$ cat config.mk
export PLATFORM = sky130hd
export DESIGN_NAME = dle_stx_frame_receiver
export DESIGN_NICKNAME = d
export VERILOG_FILES = /design/src/rtl/dsfr_pkg.sv /design/src/rtl/dsfr_payload_mem.sv /design/src/rtl/dsfr_rx_ctrl.sv /design/src/rtl/dle_stx_frame_receiver.sv
export VERILOG_INCLUDE_DIRS = /design/src /design/src/rtl
export SDC_FILE = /design/constraint.sdc
export NUM_CORES = 1
export LEC_CHECK = 0
export BUFFER_PORTS_ARGS = -buffer_cell sky130_fd_sc_hd__buf_2
export CORE_UTILIZATION = 57
export DETAILED_ROUTE_END_ITERATION = 6
export PLACE_DENSITY = 0.77
export SLEW_MARGIN = 10
export SYNTH_ARGS = -nofsm -noshare
export SYNTH_HDL_FRONTEND = slang
export SYNTH_SLANG_ARGS = --single-unit
$ cat constraint.sdc
create_clock -name clk -period 6.6 [get_ports clk]
set_input_delay 1.32 -clock clk [delete_from_list [all_inputs] [get_ports clk]]
set_output_delay 1.32 -clock clk [all_outputs]
set_load 0.01 [all_outputs]
$ cat src/rtl/dle_stx_frame_receiver_defines.svh
// ---------------------------------------------------------------------------
// dle_stx_frame_receiver assertion macros
// Concurrent check wrappers, clocked on clk and disabled in reset.
// ---------------------------------------------------------------------------
`ifndef DLE_STX_FRAME_RECEIVER_DEFINES_SVH
`define DLE_STX_FRAME_RECEIVER_DEFINES_SVH

`ifndef SYNTHESIS
// same-cycle implication
`define DSFR_ASSERT_NOW(lbl, ante, cons) \
  lbl: assert property (@(posedge clk) disable iff (!rst_n) (ante) |-> (cons)) \
    else $error("dsfr check failed");
// next-cycle implication
`define DSFR_ASSERT_NEXT(lbl, ante, cons) \
  lbl: assert property (@(posedge clk) disable iff (!rst_n) (ante) |=> (cons)) \
    else $error("dsfr check failed");
`else
`define DSFR_ASSERT_NOW(lbl, ante, cons)
`define DSFR_ASSERT_NEXT(lbl, ante, cons)
`endif

`endif

$ cat src/rtl/dsfr_pkg.sv
`timescale 1ns / 1ps
// ---------------------------------------------------------------------------
// dsfr_pkg
// Shared codes, constants and result type of the DLE/STX frame receiver.
// ---------------------------------------------------------------------------
package dsfr_pkg;

  localparam int MAX_PAYLOAD_DEF = 64;

  localparam logic [7:0]  CH_DLE    = 8'h10;
  localparam logic [7:0]  CH_STX    = 8'h02;
  localparam logic [7:0]  CH_ETX    = 8'h03;
  localparam logic [7:0]  ODD_MASK  = 8'h4A;
  localparam logic [15:0] COUNT_MAX = 16'hFFFF;

  localparam int OUT_TDATA_W = 48;

  localparam logic [1:0] KIND_PAYLOAD = 2'd0;
  localparam logic [1:0] KIND_EMPTY   = 2'd1;
  localparam logic [1:0] KIND_ERROR   = 2'd2;

  localparam logic [2:0] STAGE_IDLE    = 3'd0;
  localparam logic [2:0] STAGE_STX     = 3'd1;
  localparam logic [2:0] STAGE_PAYLOAD = 3'd2;
  localparam logic [2:0] STAGE_ESCAPE  = 3'd3;
  localparam logic [2:0] STAGE_CHECK   = 3'd4;

  typedef enum logic [4:0] {
    PH_IDLE    = 5'b00001,
    PH_STX     = 5'b00010,
    PH_PAYLOAD = 5'b00100,
    PH_ESCAPE  = 5'b01000,
    PH_CHECK   = 5'b10000
  } phase_t;

  typedef enum logic [2:0] {
    RP_IDLE = 3'b001,
    RP_RD   = 3'b010,
    RP_DATA = 3'b100
  } replay_t;

  typedef struct packed {
    logic [1:0]  kind;
    logic [7:0]  data;
    logic        last;
    logic [2:0]  error_stage;
    logic [15:0] error_total;
    logic [15:0] good_total;
  } res_t;

endpackage

$ cat src/rtl/dsfr_payload_mem.sv
`timescale 1ns / 1ps
// ---------------------------------------------------------------------------
// dsfr_payload_mem
// Payload byte store: one write port, one read port, registered read data.
// ---------------------------------------------------------------------------
module dsfr_payload_mem #(
  parameter int  DEPTH = dsfr_pkg::MAX_PAYLOAD_DEF,
  localparam int AW    = (DEPTH > 1) ? $clog2(DEPTH) : 1
) (
  input  logic          clk,
  input  logic          we,
  input  logic [AW-1:0] waddr,
  input  logic [7:0]    wdata,
  input  logic          re,
  input  logic [AW-1:0] raddr,
  output logic [7:0]    rdata
);

  logic [7:0] mem [DEPTH];
  logic [7:0] rdata_r;

  always_ff @(posedge clk) begin
    if (we) begin
      mem[waddr] <= wdata;
    end
  end

  // hold read data until the next read
  always_ff @(posedge clk) begin
    if (re) begin
      rdata_r <= mem[raddr];
    end
  end

  assign rdata = rdata_r;

endmodule

$ cat src/rtl/dsfr_rx_ctrl.sv
`timescale 1ns / 1ps
// ---------------------------------------------------------------------------
// dsfr_rx_ctrl
// Receive phase machine, checksum, counters and good-frame replay sequencer.
// ---------------------------------------------------------------------------
module dsfr_rx_ctrl #(
  parameter int  MAX_PAYLOAD = dsfr_pkg::MAX_PAYLOAD_DEF,
  localparam int AW = (MAX_PAYLOAD > 1) ? $clog2(MAX_PAYLOAD) : 1,
  localparam int LW = $clog2(MAX_PAYLOAD + 1)
) (
  input  logic                clk,
  input  logic                rst_n,
  input  logic                byte_valid,
  input  logic [7:0]          byte_data,
  input  logic                out_free,
  output logic                byte_take,
  output logic                res_load,
  output dsfr_pkg::res_t      res,
  output logic                mem_we,
  output logic [AW-1:0]       mem_waddr,
  output logic [7:0]          mem_wdata,
  output logic                mem_re,
  output logic [AW-1:0]       mem_raddr,
  input  logic [7:0]          mem_rdata
);

  localparam logic [LW-1:0] LEN_FULL = LW'(MAX_PAYLOAD);

  dsfr_pkg::phase_t  phase_r, phase_nxt;
  dsfr_pkg::replay_t rp_r, rp_nxt;
  logic [LW-1:0]     len_r, len_nxt;
  logic [7:0]        xor_r, xor_nxt;
  logic [15:0]       err_r, err_nxt;
  logic [15:0]       good_r, good_nxt;
  logic [AW-1:0]     idx_r, idx_nxt;
  logic              proceed;
  logic              err_hit;
  logic [2:0]        err_stage;
  logic [7:0]        expect_bcc;
  logic              rp_last;

  assign proceed    = byte_valid && (rp_r == dsfr_pkg::RP_IDLE) && out_free;
  assign expect_bcc = len_r[0] ? (xor_r ^ dsfr_pkg::ODD_MASK) : xor_r;
  assign rp_last    = ((LW'(idx_r) + LW'(1)) == len_r);

  always_comb begin
    phase_nxt = phase_r;
    rp_nxt    = rp_r;
    len_nxt   = len_r;
    xor_nxt   = xor_r;
    good_nxt  = good_r;
    idx_nxt   = idx_r;
    err_hit   = 1'b0;
    err_stage = dsfr_pkg::STAGE_IDLE;
    byte_take = 1'b0;
    res_load  = 1'b0;
    mem_we    = 1'b0;
    mem_waddr = len_r[AW-1:0];
    mem_wdata = byte_data;
    mem_re    = 1'b0;
    mem_raddr = idx_r;
    res.kind        = dsfr_pkg::KIND_PAYLOAD;
    res.data        = 8'd0;
    res.last        = 1'b0;
    res.error_stage = dsfr_pkg::STAGE_IDLE;

    case (rp_r)
      dsfr_pkg::RP_IDLE: begin
        if (proceed) begin
          byte_take = 1'b1;
          case (phase_r)
            dsfr_pkg::PH_IDLE: begin
              if (byte_data == dsfr_pkg::CH_DLE) begin
                phase_nxt = dsfr_pkg::PH_STX;
              end else begin
                err_hit   = 1'b1;
                err_stage = dsfr_pkg::STAGE_IDLE;
              end
            end
            dsfr_pkg::PH_STX: begin
              if (byte_data == dsfr_pkg::CH_STX) begin
                len_nxt   = '0;
                xor_nxt   = 8'd0;
                phase_nxt = dsfr_pkg::PH_PAYLOAD;
              end else begin
                err_hit   = 1'b1;
                err_stage = dsfr_pkg::STAGE_STX;
              end
            end
            dsfr_pkg::PH_PAYLOAD: begin
              if (byte_data == dsfr_pkg::CH_DLE) begin
                phase_nxt = dsfr_pkg::PH_ESCAPE;
              end else if (len_r >= LEN_FULL) begin
                err_hit   = 1'b1;
                err_stage = dsfr_pkg::STAGE_PAYLOAD;
              end else begin
                mem_we  = 1'b1;
                xor_nxt = xor_r ^ byte_data;
                len_nxt = len_r + LW'(1);
              end
            end
            dsfr_pkg::PH_ESCAPE: begin
              if (byte_data == dsfr_pkg::CH_DLE) begin
                if (len_r >= LEN_FULL) begin
                  err_hit   = 1'b1;
                  err_stage = dsfr_pkg::STAGE_ESCAPE;
                end else begin
                  mem_we    = 1'b1;
                  xor_nxt   = xor_r ^ byte_data;
                  len_nxt   = len_r + LW'(1);
                  phase_nxt = dsfr_pkg::PH_PAYLOAD;
                end
              end else if (byte_data == dsfr_pkg::CH_ETX) begin
                phase_nxt = dsfr_pkg::PH_CHECK;
              end else if (byte_data == dsfr_pkg::CH_STX) begin
                // restart collection inside the frame
                len_nxt   = '0;
                xor_nxt   = 8'd0;
                phase_nxt = dsfr_pkg::PH_PAYLOAD;
              end else begin
                err_hit   = 1'b1;
                err_stage = dsfr_pkg::STAGE_ESCAPE;
              end
            end
            dsfr_pkg::PH_CHECK: begin
              if (byte_data != expect_bcc) begin
                err_hit   = 1'b1;
                err_stage = dsfr_pkg::STAGE_CHECK;
              end else begin
                phase_nxt = dsfr_pkg::PH_IDLE;
                if (good_r != dsfr_pkg::COUNT_MAX) begin
                  good_nxt = good_r + 16'd1;
                end
                if (len_r == '0) begin
                  res_load = 1'b1;
                  res.kind = dsfr_pkg::KIND_EMPTY;
                  res.last = 1'b1;
                end else begin
                  idx_nxt = '0;
                  rp_nxt  = dsfr_pkg::RP_RD;
                end
              end
            end
            default: begin
              // drop the byte and recover
              phase_nxt = dsfr_pkg::PH_IDLE;
            end
          endcase
          if (err_hit) begin
            phase_nxt       = dsfr_pkg::PH_IDLE;
            res_load        = 1'b1;
            res.kind        = dsfr_pkg::KIND_ERROR;
            res.data        = byte_data;
            res.last        = 1'b1;
            res.error_stage = err_stage;
          end
        end
      end
      dsfr_pkg::RP_RD: begin
        mem_re = 1'b1;
        rp_nxt = dsfr_pkg::RP_DATA;
      end
      dsfr_pkg::RP_DATA: begin
        if (out_free) begin
          res_load = 1'b1;
          res.data = mem_rdata;
          res.last = rp_last;
          if (rp_last) begin
            rp_nxt = dsfr_pkg::RP_IDLE;
          end else begin
            idx_nxt = idx_r + AW'(1);
            rp_nxt  = dsfr_pkg::RP_RD;
          end
        end
      end
      default: begin
        rp_nxt = dsfr_pkg::RP_IDLE;
      end
    endcase

    err_nxt = err_r;
    if (err_hit && (err_r != dsfr_pkg::COUNT_MAX)) begin
      err_nxt = err_r + 16'd1;
    end
    res.error_total = err_nxt;
    res.good_total  = good_nxt;
  end

  always_ff @(posedge clk) begin
    if (!rst_n) begin
      phase_r <= dsfr_pkg::PH_IDLE;
      rp_r    <= dsfr_pkg::RP_IDLE;
      len_r   <= '0;
      xor_r   <= 8'd0;
      err_r   <= 16'd0;
      good_r  <= 16'd0;
      idx_r   <= '0;
    end else begin
      phase_r <= phase_nxt;
      rp_r    <= rp_nxt;
      len_r   <= len_nxt;
      xor_r   <= xor_nxt;
      err_r   <= err_nxt;
      good_r  <= good_nxt;
      idx_r   <= idx_nxt;
    end
  end

endmodule

$ cat src/rtl/dle_stx_frame_receiver.sv
`timescale 1ns / 1ps
// ---------------------------------------------------------------------------
// dle_stx_frame_receiver
// Deframer for DLE STX payload DLE ETX BCC byte-stuffed frames.
// ---------------------------------------------------------------------------
// Each received byte passes through the input holding register and then the
// phase machine, which must take it before the next byte is accepted. A good
// frame of N payload bytes is replayed from the payload memory byte by byte,
// each as a read state and then an output load that waits for a free output
// slot, since the single read port has a registered output; no new byte is
// processed during replay. An empty good frame, and every framing or checksum
// error, gives one result. Payload bytes beyond MAX_PAYLOAD abort the frame.
// ---------------------------------------------------------------------------
`include "dle_stx_frame_receiver_defines.svh"

module dle_stx_frame_receiver #(
  parameter int MAX_PAYLOAD = dsfr_pkg::MAX_PAYLOAD_DEF
) (
  input  logic                             clk,
  input  logic                             rst_n,
  input  logic                             in_tvalid,
  output logic                             in_tready,
  input  logic [7:0]                       in_tdata,   // [7:0] rx_byte
  output logic                             out_tvalid,
  input  logic                             out_tready,
  // [7:0] data, [10:8] error_stage, [26:11] error_total, [42:27] good_total
  output logic [dsfr_pkg::OUT_TDATA_W-1:0] out_tdata,
  output logic                             out_tlast,
  output logic [1:0]                       out_tuser   // [1:0] kind
);

  localparam int AW = (MAX_PAYLOAD > 1) ? $clog2(MAX_PAYLOAD) : 1;

  logic           hold_valid_r, hold_valid_nxt;
  logic [7:0]     hold_byte_r;
  logic           out_valid_r, out_valid_nxt;
  dsfr_pkg::res_t out_res_r;
  logic           out_free;
  logic           byte_take;
  logic           res_load;
  dsfr_pkg::res_t res;
  logic           mem_we;
  logic [AW-1:0]  mem_waddr;
  logic [7:0]     mem_wdata;
  logic           mem_re;
  logic [AW-1:0]  mem_raddr;
  logic [7:0]     mem_rdata;

  assign in_tready = !hold_valid_r;
  assign out_free  = !out_valid_r || out_tready;

  always_comb begin
    hold_valid_nxt = hold_valid_r;
    if (byte_take) begin
      hold_valid_nxt = 1'b0;
    end
    if (in_tvalid && in_tready) begin
      hold_valid_nxt = 1'b1;
    end
    out_valid_nxt = out_valid_r;
    if (out_tready) begin
      out_valid_nxt = 1'b0;
    end
    if (res_load) begin
      out_valid_nxt = 1'b1;
    end
  end

  always_ff @(posedge clk) begin
    if (!rst_n) begin
      hold_valid_r <= 1'b0;
      out_valid_r  <= 1'b0;
    end else begin
      hold_valid_r <= hold_valid_nxt;
      out_valid_r  <= out_valid_nxt;
    end
  end

  always_ff @(posedge clk) begin
    if (in_tvalid && in_tready) begin
      hold_byte_r <= in_tdata;
    end
    if (res_load) begin
      out_res_r <= res;
    end
  end

  dsfr_rx_ctrl #(
    .MAX_PAYLOAD (MAX_PAYLOAD)
  ) u_ctrl (
    .clk        (clk),
    .rst_n      (rst_n),
    .byte_valid (hold_valid_r),
    .byte_data  (hold_byte_r),
    .out_free   (out_free),
    .byte_take  (byte_take),
    .res_load   (res_load),
    .res        (res),
    .mem_we     (mem_we),
    .mem_waddr  (mem_waddr),
    .mem_wdata  (mem_wdata),
    .mem_re     (mem_re),
    .mem_raddr  (mem_raddr),
    .mem_rdata  (mem_rdata)
  );

  dsfr_payload_mem #(
    .DEPTH (MAX_PAYLOAD)
  ) u_mem (
    .clk   (clk),
    .we    (mem_we),
    .waddr (mem_waddr),
    .wdata (mem_wdata),
    .re    (mem_re),
    .raddr (mem_raddr),
    .rdata (mem_rdata)
  );

  assign out_tvalid = out_valid_r;
  assign out_tlast  = out_res_r.last;
  assign out_tuser  = out_res_r.kind;
  assign out_tdata  = {5'd0, out_res_r.good_total, out_res_r.error_total,
                       out_res_r.error_stage, out_res_r.data};

  `DSFR_ASSERT_NOW(a_take_needs_byte, byte_take, hold_valid_r)
  `DSFR_ASSERT_NOW(a_load_needs_slot, res_load, out_free)
  `DSFR_ASSERT_NOW(a_single_result_last,
    res_load && (res.kind == dsfr_pkg::KIND_ERROR || res.kind == dsfr_pkg::KIND_EMPTY),
    res.last && byte_take)
  `DSFR_ASSERT_NEXT(a_err_total_monotonic, res_load && out_valid_nxt,
    !res_load || (res.error_total >= $past(res.error_total)))

endmodule

==> metrics.cfg, run 1 <==
[cts]
cts_root_buffer=clkbuf_16
clkSinkCount=637
htreeDepth=2
ctsResizeCount=0
cts_setup_buffers=0
hold_buffers=0
cts_tree=yes
cts_made_buffers=61
clock_path_buffers=3
clk_pin_slew_worst_paths_ns=0.07
clk_latency_ns=0.63

[die]
start_util_pct=58.08
dieHeight_um=215.0
die_x_um=215.0
core-area_um2=44510
dieArea_um2=46210
io_pins=65
num_rows=77

[global_route]
grt_pass1_wl_mm=85.16
antenna_found_initial=4
grt_usage_pct=24.94
met2_usage_pct=39.92
met3_usage_pct=5.039
first_global_vias=13577
gr-total-overflow=0
grtUsageMet1_pct=34.24
grt_start_max_net_pins=73
busiest_layer=met2

[critical_path]
required_ns=6.85
worst_ep_arrival_time_ns=4.30
cp-end-kind=flip-flop
critPathLaunch=hold_byte_r[6]$_DFFE_PP_
critPathSlowestCell=nor2_1
critPathLaunchType=flip-flop
critPathMaxStageDelay_ns=0.88
rr_endpoint=u_mem.mem[3][7]$_DFFE_PP_
cp_cell_sequence=or4_1 > or3_1 > mux2i_1 > nor3_1 > nand4b_1 > nor2_1
r2r_slack_ns=2.55
critical_path_class=reg -> reg
rr_worst_depth=6
crit_fanout=8
timing.rr.start=hold_byte_r[6]$_DFFE_PP_

[detailed_routing]
drtAntennaViolNets=0
dr.pass1.iters=7
routedWlPerCell_um=26.30
drc=0
vias=13751
viasPerCell=6.414
first_iter_violations=1584
wl_mm=56.39

[yosys]
yosys_warnings=0
syn_inst=1438
ys.flop_type=edfxtp_1
synthArstFlopShare_pct=0
synth_edf_count=574
synth.distinct_cells=82
ys_seq_area_share_pct=71.56
netlist_area_um2=25850
avgSynthCellArea_um2=17.98
ys_ff_latch=637

[timing]
hold_violations=0
grt_setup_unrepaired=no
period_needed_ns=4.048
timing.fmax_mhz=247.1
slew_viol_final=0
fin_tns_setup_ns=0
setup_viol=0
period_share_pct=61.33
finClkSkew_ns=0.02924
relSlewSlack_pct=26.49
worst_pin_slew_ns=1.100

[power]
p_leak_uw=0.009138
p_comb_share_pct=2.7
power_frac_seq_pct=54.5
power_density_nw_per_um2=285.4
pwr-share-clk_pct=42.8
power.internal_uw=6526
sw_frac_of_total_pct=20.31
p_sw_uw=1663
irDropWorstVdd_mv=0.2529

[flow_run]
maxCapViolCount=0

[min_path]
min_path_type=reg -> reg
min-delay-start=u_ctrl.xor_r[1]$_SDFFE_PN0P_
holdPathEnd=u_ctrl.xor_r[1]$_SDFFE_PN0P_
whs_path_depth=1

[place]
gp_congestion=0.8596
hpwlAfterDp_mm=33.47
portBuffers=59
dp_cells=2029

[final_layout]
drive_gt1_share_pct=22.90
area_growth_pct=11.02
nets=1517
final_cells=2144

[status]
status=finished, final reports clean

==> cell type report <==
type	instances	area, µm²
antenna	2	5.005
clock buffer	73	1593
clock inverter	40	409.1
fill	2959	15810
inverter	23	86.33
multi-input combinational	702	6930
sequential	637	18510
tap	592	740.7
timing repair buffer	75	427.9
==> cell families (layout without fill, tap and decap cells) <==
logic type	Yosys count	count (layout)	synth area share, %
DFF	637	637	71.56
and+or+nand+nor	348	348	7.096
muxes	174	174	14.51
AOI/OAI and AO/OA	131	131	3.558
buffers and inverters	103	211	1.699
xor gates and xnor gates	39	39	1.321
adders and majority gates	5	5	0.2420
other	1	7	0.01451
==> synthesized netlist by cell type, types with 6 or more instances <==
cell,count,area share (%)
and2_1,26,0.63
nand2_1,66,0.96
edfxtp_1,574,67
mux4_2,160,14
nor2_1,104,1.5
xor2_1,20,0.68
nand2b_1,11,0.27
a22o_1,8,0.27
clkbuf_1,48,0.70
and4_1,6,0.20
buf_1,17,0.25
mux2i_1,11,0.43
and3_1,12,0.29
a31oi_1,7,0.17
nand3_1,23,0.45
a21oi_1,25,0.48
nand3b_1,6,0.17
a22oi_1,22,0.64
inv_1,22,0.32
buf_4,6,0.17
nor2b_1,10,0.24
nand4_1,13,0.31
o21ai_0,24,0.46
dfxtp_1,63,4.9
xnor2_1,19,0.64
nor3_1,20,0.39
o21bai_1,6,0.17
==> power groups by stage <==
stage	logic (µW)	registers [µW]	clock network, µW
after floorplan	90.2	4590	0
after global placement	216	4550	0
after detailed placement	224	4550	0
after CTS	224	4460	3540
after global routing	240	4470	3690
final	222	4460	3510
==> metrics by stage <==
step / hold WS, ns / instance area, µm² / setup slack (ns) / power, µW / util, %
5_1_grt: 0.5291 / 28700 / 2.327 / 8397 / 64.47
4_1_cts: 0.4862 / 28690 / 2.601 / 8229 / 64.46
2_1_floorplan: 0.4476 / 25860 / 2.370 / 4682 / -
3_3_place_gp: 0.4652 / 26690 / 2.278 / 4764 / 59.97
6_report: 0.4962 / 28700 / 2.552 / 8189 / 64.47
3_5_place_dp: 0.4727 / 26690 / 2.114 / 4773 / 59.97
==> worst max-delay path, delay by kind of cell (launching register included) <==
| family | cells | cell delay [ns] |
|---|---|---|
| AND/OR/NAND/NOR | 5 | 3.14 |
| flip-flops | 1 | 0.37 |
| multiplexers | 1 | 0.17 |
==> cell usage in the layout (no fill, tap or decap), types with 4 or more instances in the layout <==
cell type,Yosys,layout
a31oi_1,7,7
edfxtp_1,574,574
or2_1,5,5
a21o_1,4,4
nor2b_1,10,10
a22oi_1,22,22
nor2_1,104,104
nand4_1,13,13
dfxtp_1,63,61
nand2_1,66,65
clkbuf_1,48,11
and4_1,6,6
clkinv_2,0,16
o21bai_1,6,6
and3_1,12,12
inv_1,22,22
o21a_1,4,4
nor3_2,4,4
mux2i_1,11,11
and3b_1,5,5
mux4_2,160,160
conb_1,1,5
nor4b_1,4,4
or3_1,5,5
buf_4,6,15
bufinv_16,0,8
ha_1,5,5
nand3b_1,6,6
xor2_1,20,20
buf_2,4,59
a22o_1,8,8
clkinv_1,1,11
a21oi_1,25,25
nand2b_1,11,11
nand3_1,23,23
o21ai_0,24,24
nor3_1,20,20
clkbuf_16,0,62
and2_1,26,26
xnor2_1,19,19
==> worst max-delay path by stage <==
stage / cells past startpoint / endpoint / slack, ns
final: 6 / u_mem.mem[3][7]$_DFFE_PP_ / 2.55
after global routing: 8 / out_tdata[35]$_DFFE_PP_ / 2.33
after CTS: 8 / out_tdata[35]$_DFFE_PP_ / 2.60
after detailed placement: 8 / out_tdata[39]$_DFFE_PP_ / 2.11
after global placement: 8 / out_tdata[38]$_DFFE_PP_ / 2.28
after floorplan: 9 / out_tdata[0]$_DFFE_PP_ / 2.37
==> sequential cells by signal, indices dropped and copies added (netlist names), 6 cells and up <==
register / cells
u_mem.mem: 512
out_tdata: 43
u_ctrl.err_r: 16
u_ctrl.good_r: 16
hold_byte_r: 8
u_ctrl.xor_r: 8
u_mem.rdata: 8
u_ctrl.len_r: 7
u_ctrl.mem_raddr: 6
==> layer usage <==
metal | part of all wire [%] | vias up
li1 | - | 5860
met5 | 0.012 | -
met3 | 9.4 | 115
met1 | 39 | 6995
met4 | 3.3 | 2
met2 | 49 | 779
(Power assumes the default switching activity.)
==> run 2: changes to the inputs <==
--- a/config.mk
+++ b/config.mk
@@ -7,9 +7,9 @@
 export NUM_CORES = 1
 export LEC_CHECK = 0
 export BUFFER_PORTS_ARGS = -buffer_cell sky130_fd_sc_hd__buf_2
-export CORE_UTILIZATION = 57
+export CORE_UTILIZATION = 56
 export DETAILED_ROUTE_END_ITERATION = 6
-export PLACE_DENSITY = 0.77
+export PLACE_DENSITY = 0.78
 export SLEW_MARGIN = 10
 export SYNTH_ARGS = -nofsm -noshare
 export SYNTH_HDL_FRONTEND = slang
==> constraint.sdc (replaced) <==
create_clock -name clk -period 3.7 [get_ports clk]
set_input_delay 0.74 -clock clk [delete_from_list [all_inputs] [get_ports clk]]
set_output_delay 0.74 -clock clk [all_outputs]
set_load 0.01 [all_outputs]
==> run 2 against run 1 <==
Against the previous run:
- first-iteration DRC count grew 14%
- hold slack lost 0.19 ns
- maximum frequency grew 19%
==> metrics.cfg, run 2 (synthesis gave the netlist of run 1 again) <==
[place]
placed_area_um2=27420  ; was 26,690 µm²
portBuffers=59  ; unchanged
gp_congestion=0.9199  ; was 0.8596
hpwlAfterDp_mm=35.42  ; was 33.47 mm

[power]
power_density_nw_per_um2=489.5  ; was 285.4 nW/µm²
irDropWorstVdd_mv=0.4335  ; was 0.2529 mV
p_leak_uw=0.009511  ; was 0.009138 µW

[timing]
slew_viol_final=0  ; unchanged
period_needed_ns=3.412  ; was 4.048 ns
grt_setup_unrepaired=no  ; unchanged
timing.fmax_mhz=293.1  ; was 247.1 MHz
hold_slack_ns=0.3023  ; was 0.4962 ns
worst_pin_slew_ns=1.113  ; was 1.100 ns
setup_viol=0  ; unchanged
finClkSkew_ns=0.03526  ; was 0.02924 ns
hold_violations=0  ; unchanged
relSlewSlack_pct=25.64  ; was 26.49%
period_share_pct=92.21  ; was 61.33%

[final_layout]
mostFrequentLayoutCells=edfxtp_1 (574), mux4_2 (160), nor2_1 (98)  ; was edfxtp_1 (574), mux4_2 (160), nor2_1 (104)
largest_reg_flops=512  ; unchanged
fin_area_um2=29320  ; was 28,700 µm²
nets=1596  ; was 1,517
top_register=u_mem.mem  ; unchanged
area_growth_pct=13.42  ; was 11.02%
diodes=0  ; was 2
final_common_cell=edfxtp_1  ; unchanged
drive_gt1_share_pct=26.83  ; was 22.90%

[detailed_routing]
dr.pass1.iters=5  ; was 7
drtAntennaViolNets=0  ; unchanged
drc=0  ; unchanged
viasPerCell=6.439  ; was 6.414
vias=14353  ; was 13,751
routedWlPerCell_um=26.54  ; was 26.30 µm
first_iter_violations=1804  ; was 1,584
wl_mm=59.16  ; was 56.39 mm

[critical_path]
critPathLaunchType=flip-flop  ; unchanged
path_buf_inv=2  ; was 0
rr_worst_depth=8  ; was 6
path_delay_family=simple AND/OR/NAND/NOR gates  ; unchanged
rr_endpoint=u_mem.mem[58][4]$_DFFE_PP_  ; was u_mem.mem[3][7]$_DFFE_PP_
r2r_slack_ns=0.29  ; was 2.55 ns
critical_path_class=reg -> reg  ; unchanged
critPathMaxStageDelay_ns=0.65  ; was 0.88 ns
cp_cell_sequence=or4_1 > or3_1 > mux2i_1 > nor3_1 > nand3_1 > buf_4 > nor2_1 > buf_4  ; was or4_1 > or3_1 > mux2i_1 > nor3_1 > nand4b_1 > nor2_1
required_ns=4.03  ; was 6.85 ns
cp-end-kind=flip-flop  ; unchanged
timing.rr.start=hold_byte_r[6]$_DFFE_PP_  ; unchanged
worst_ep_arrival_time_ns=3.75  ; was 4.30 ns
critPathSlowestCell=or4_1  ; was nor2_1
cpMostUsedCell=buf_4
crit_fanout=8  ; unchanged

[min_path]
min_path_type=in -> reg  ; was reg -> reg
min-delay-start=in_tdata[0]  ; was u_ctrl.xor_r[1]$_SDFFE_PN0P_
whs_path_depth=1  ; unchanged
holdPathEnd=hold_byte_r[0]$_DFFE_PP_  ; was u_ctrl.xor_r[1]$_SDFFE_PN0P_

[cts]
hold_buffers=0  ; unchanged
clock_path_buffers=3  ; unchanged
ctsResizeCount=0  ; unchanged
cts_setup_buffers=0  ; unchanged
clk_latency_ns=0.65  ; was 0.63 ns
cts_root_buffer=clkbuf_16  ; unchanged
cts_made_buffers=60  ; was 61
clk_pin_slew_worst_paths_ns=0.06  ; was 0.07 ns
clkSinkCount=637  ; unchanged
htreeDepth=2  ; unchanged
cts_tree=yes  ; unchanged

[global_route]
gr-total-overflow=0  ; unchanged
grt_usage_pct=25.68  ; was 24.94%
grt_start_max_net_pins=73  ; unchanged
first_global_vias=14055  ; was 13,577
antenna_found_initial=2  ; was 4
grt_pass1_wl_mm=88.47  ; was 85.16 mm

[die]
num_rows=78  ; was 77
core-area_um2=45480  ; was 44,510 µm²
dieHeight_um=216.9  ; was 215.0 µm
dieArea_um2=47020  ; was 46,210 µm²
die_x_um=216.9  ; was 215.0 µm
io_pins=65  ; unchanged
start_util_pct=56.84  ; was 58.08%

[flow_run]
maxCapViolCount=0  ; unchanged

[status]
status=finished, final reports clean  ; unchanged

## run 2: cell count changes in the layout (fill, tap and decap cells not counted), sizes merged
| cell | previous run | this run |
|---|---|---|
| clkinvlp | 3 | 5 |
| diode | 2 | 0 |
| clkinv | 29 | 21 |
| clkbuf | 73 | 78 |
| buf | 75 | 155 |
| inv | 23 | 27 |
| bufinv | 8 | 4 |
## run 2: worst max-delay path by stage
stage / to / from / cells after the start / slack (ns)
2_1_floorplan: u_mem.mem[59][0]$_DFFE_PP_ / hold_byte_r[4]$_DFFE_PP_ / 8 / -0.10
6_report: u_mem.mem[58][4]$_DFFE_PP_ / hold_byte_r[6]$_DFFE_PP_ / 8 / 0.29
3_5_place_dp: u_mem.mem[58][6]$_DFFE_PP_ / hold_byte_r[6]$_DFFE_PP_ / 8 / 0.30
5_1_grt: u_mem.mem[42][1]$_DFFE_PP_ / hold_byte_r[6]$_DFFE_PP_ / 8 / 0.09
4_1_cts: u_mem.mem[58][4]$_DFFE_PP_ / hold_byte_r[6]$_DFFE_PP_ / 8 / 0.30
3_3_place_gp: u_mem.mem[26][6]$_DFFE_PP_ / hold_byte_r[6]$_DFFE_PP_ / 8 / 0.37
## run 2: cell type report
class                           count  area [µm²]
Tap cell                          600       750.7
Timing Repair Buffer              155        1116
Clock inverter                     34       314.1
Inverter                           23       86.33
Sequential cell                   637       18510
Multi-Input combinational cell    702        6957
Clock buffer                       78        1589
Fill cell                        2998       16160
## run 2: per-layer routing
layer	vias to the layer above	routed length (µm)	track usage [%]	share of wire, %
met5	-	27	0	0.046
met2	853	29540	42.63	50
met3	120	5441	5.255	9.2
met4	4	1778	7.840	3.0
li1	6024	-	-	-
met1	7352	22380	34.52	38
## run 2: power breakdown
part	total (µW)	switching, µW	internal, µW
sequential	7960	31.6	7930
combinational	418	315	103
clock	5980	2650	3320
## run 2: through the flow
stage / TNS [ns] / worst slack [ns] / instances / power, µW / utilization [%]
after global placement: 0 / 0.3698 / 2117 / 8510 / 60.28
after floorplan: -15.55 / -0.1025 / 1442 / 8351 / -
final: 0 / 0.2883 / 2229 / 14350 / 64.47
after CTS: 0 / 0.2994 / 2229 / 14410 / 64.47
after global routing: 0 / 0.09260 / 2229 / 14730 / 64.47
after detailed placement: 0 / 0.2970 / 2117 / 8526 / 60.28
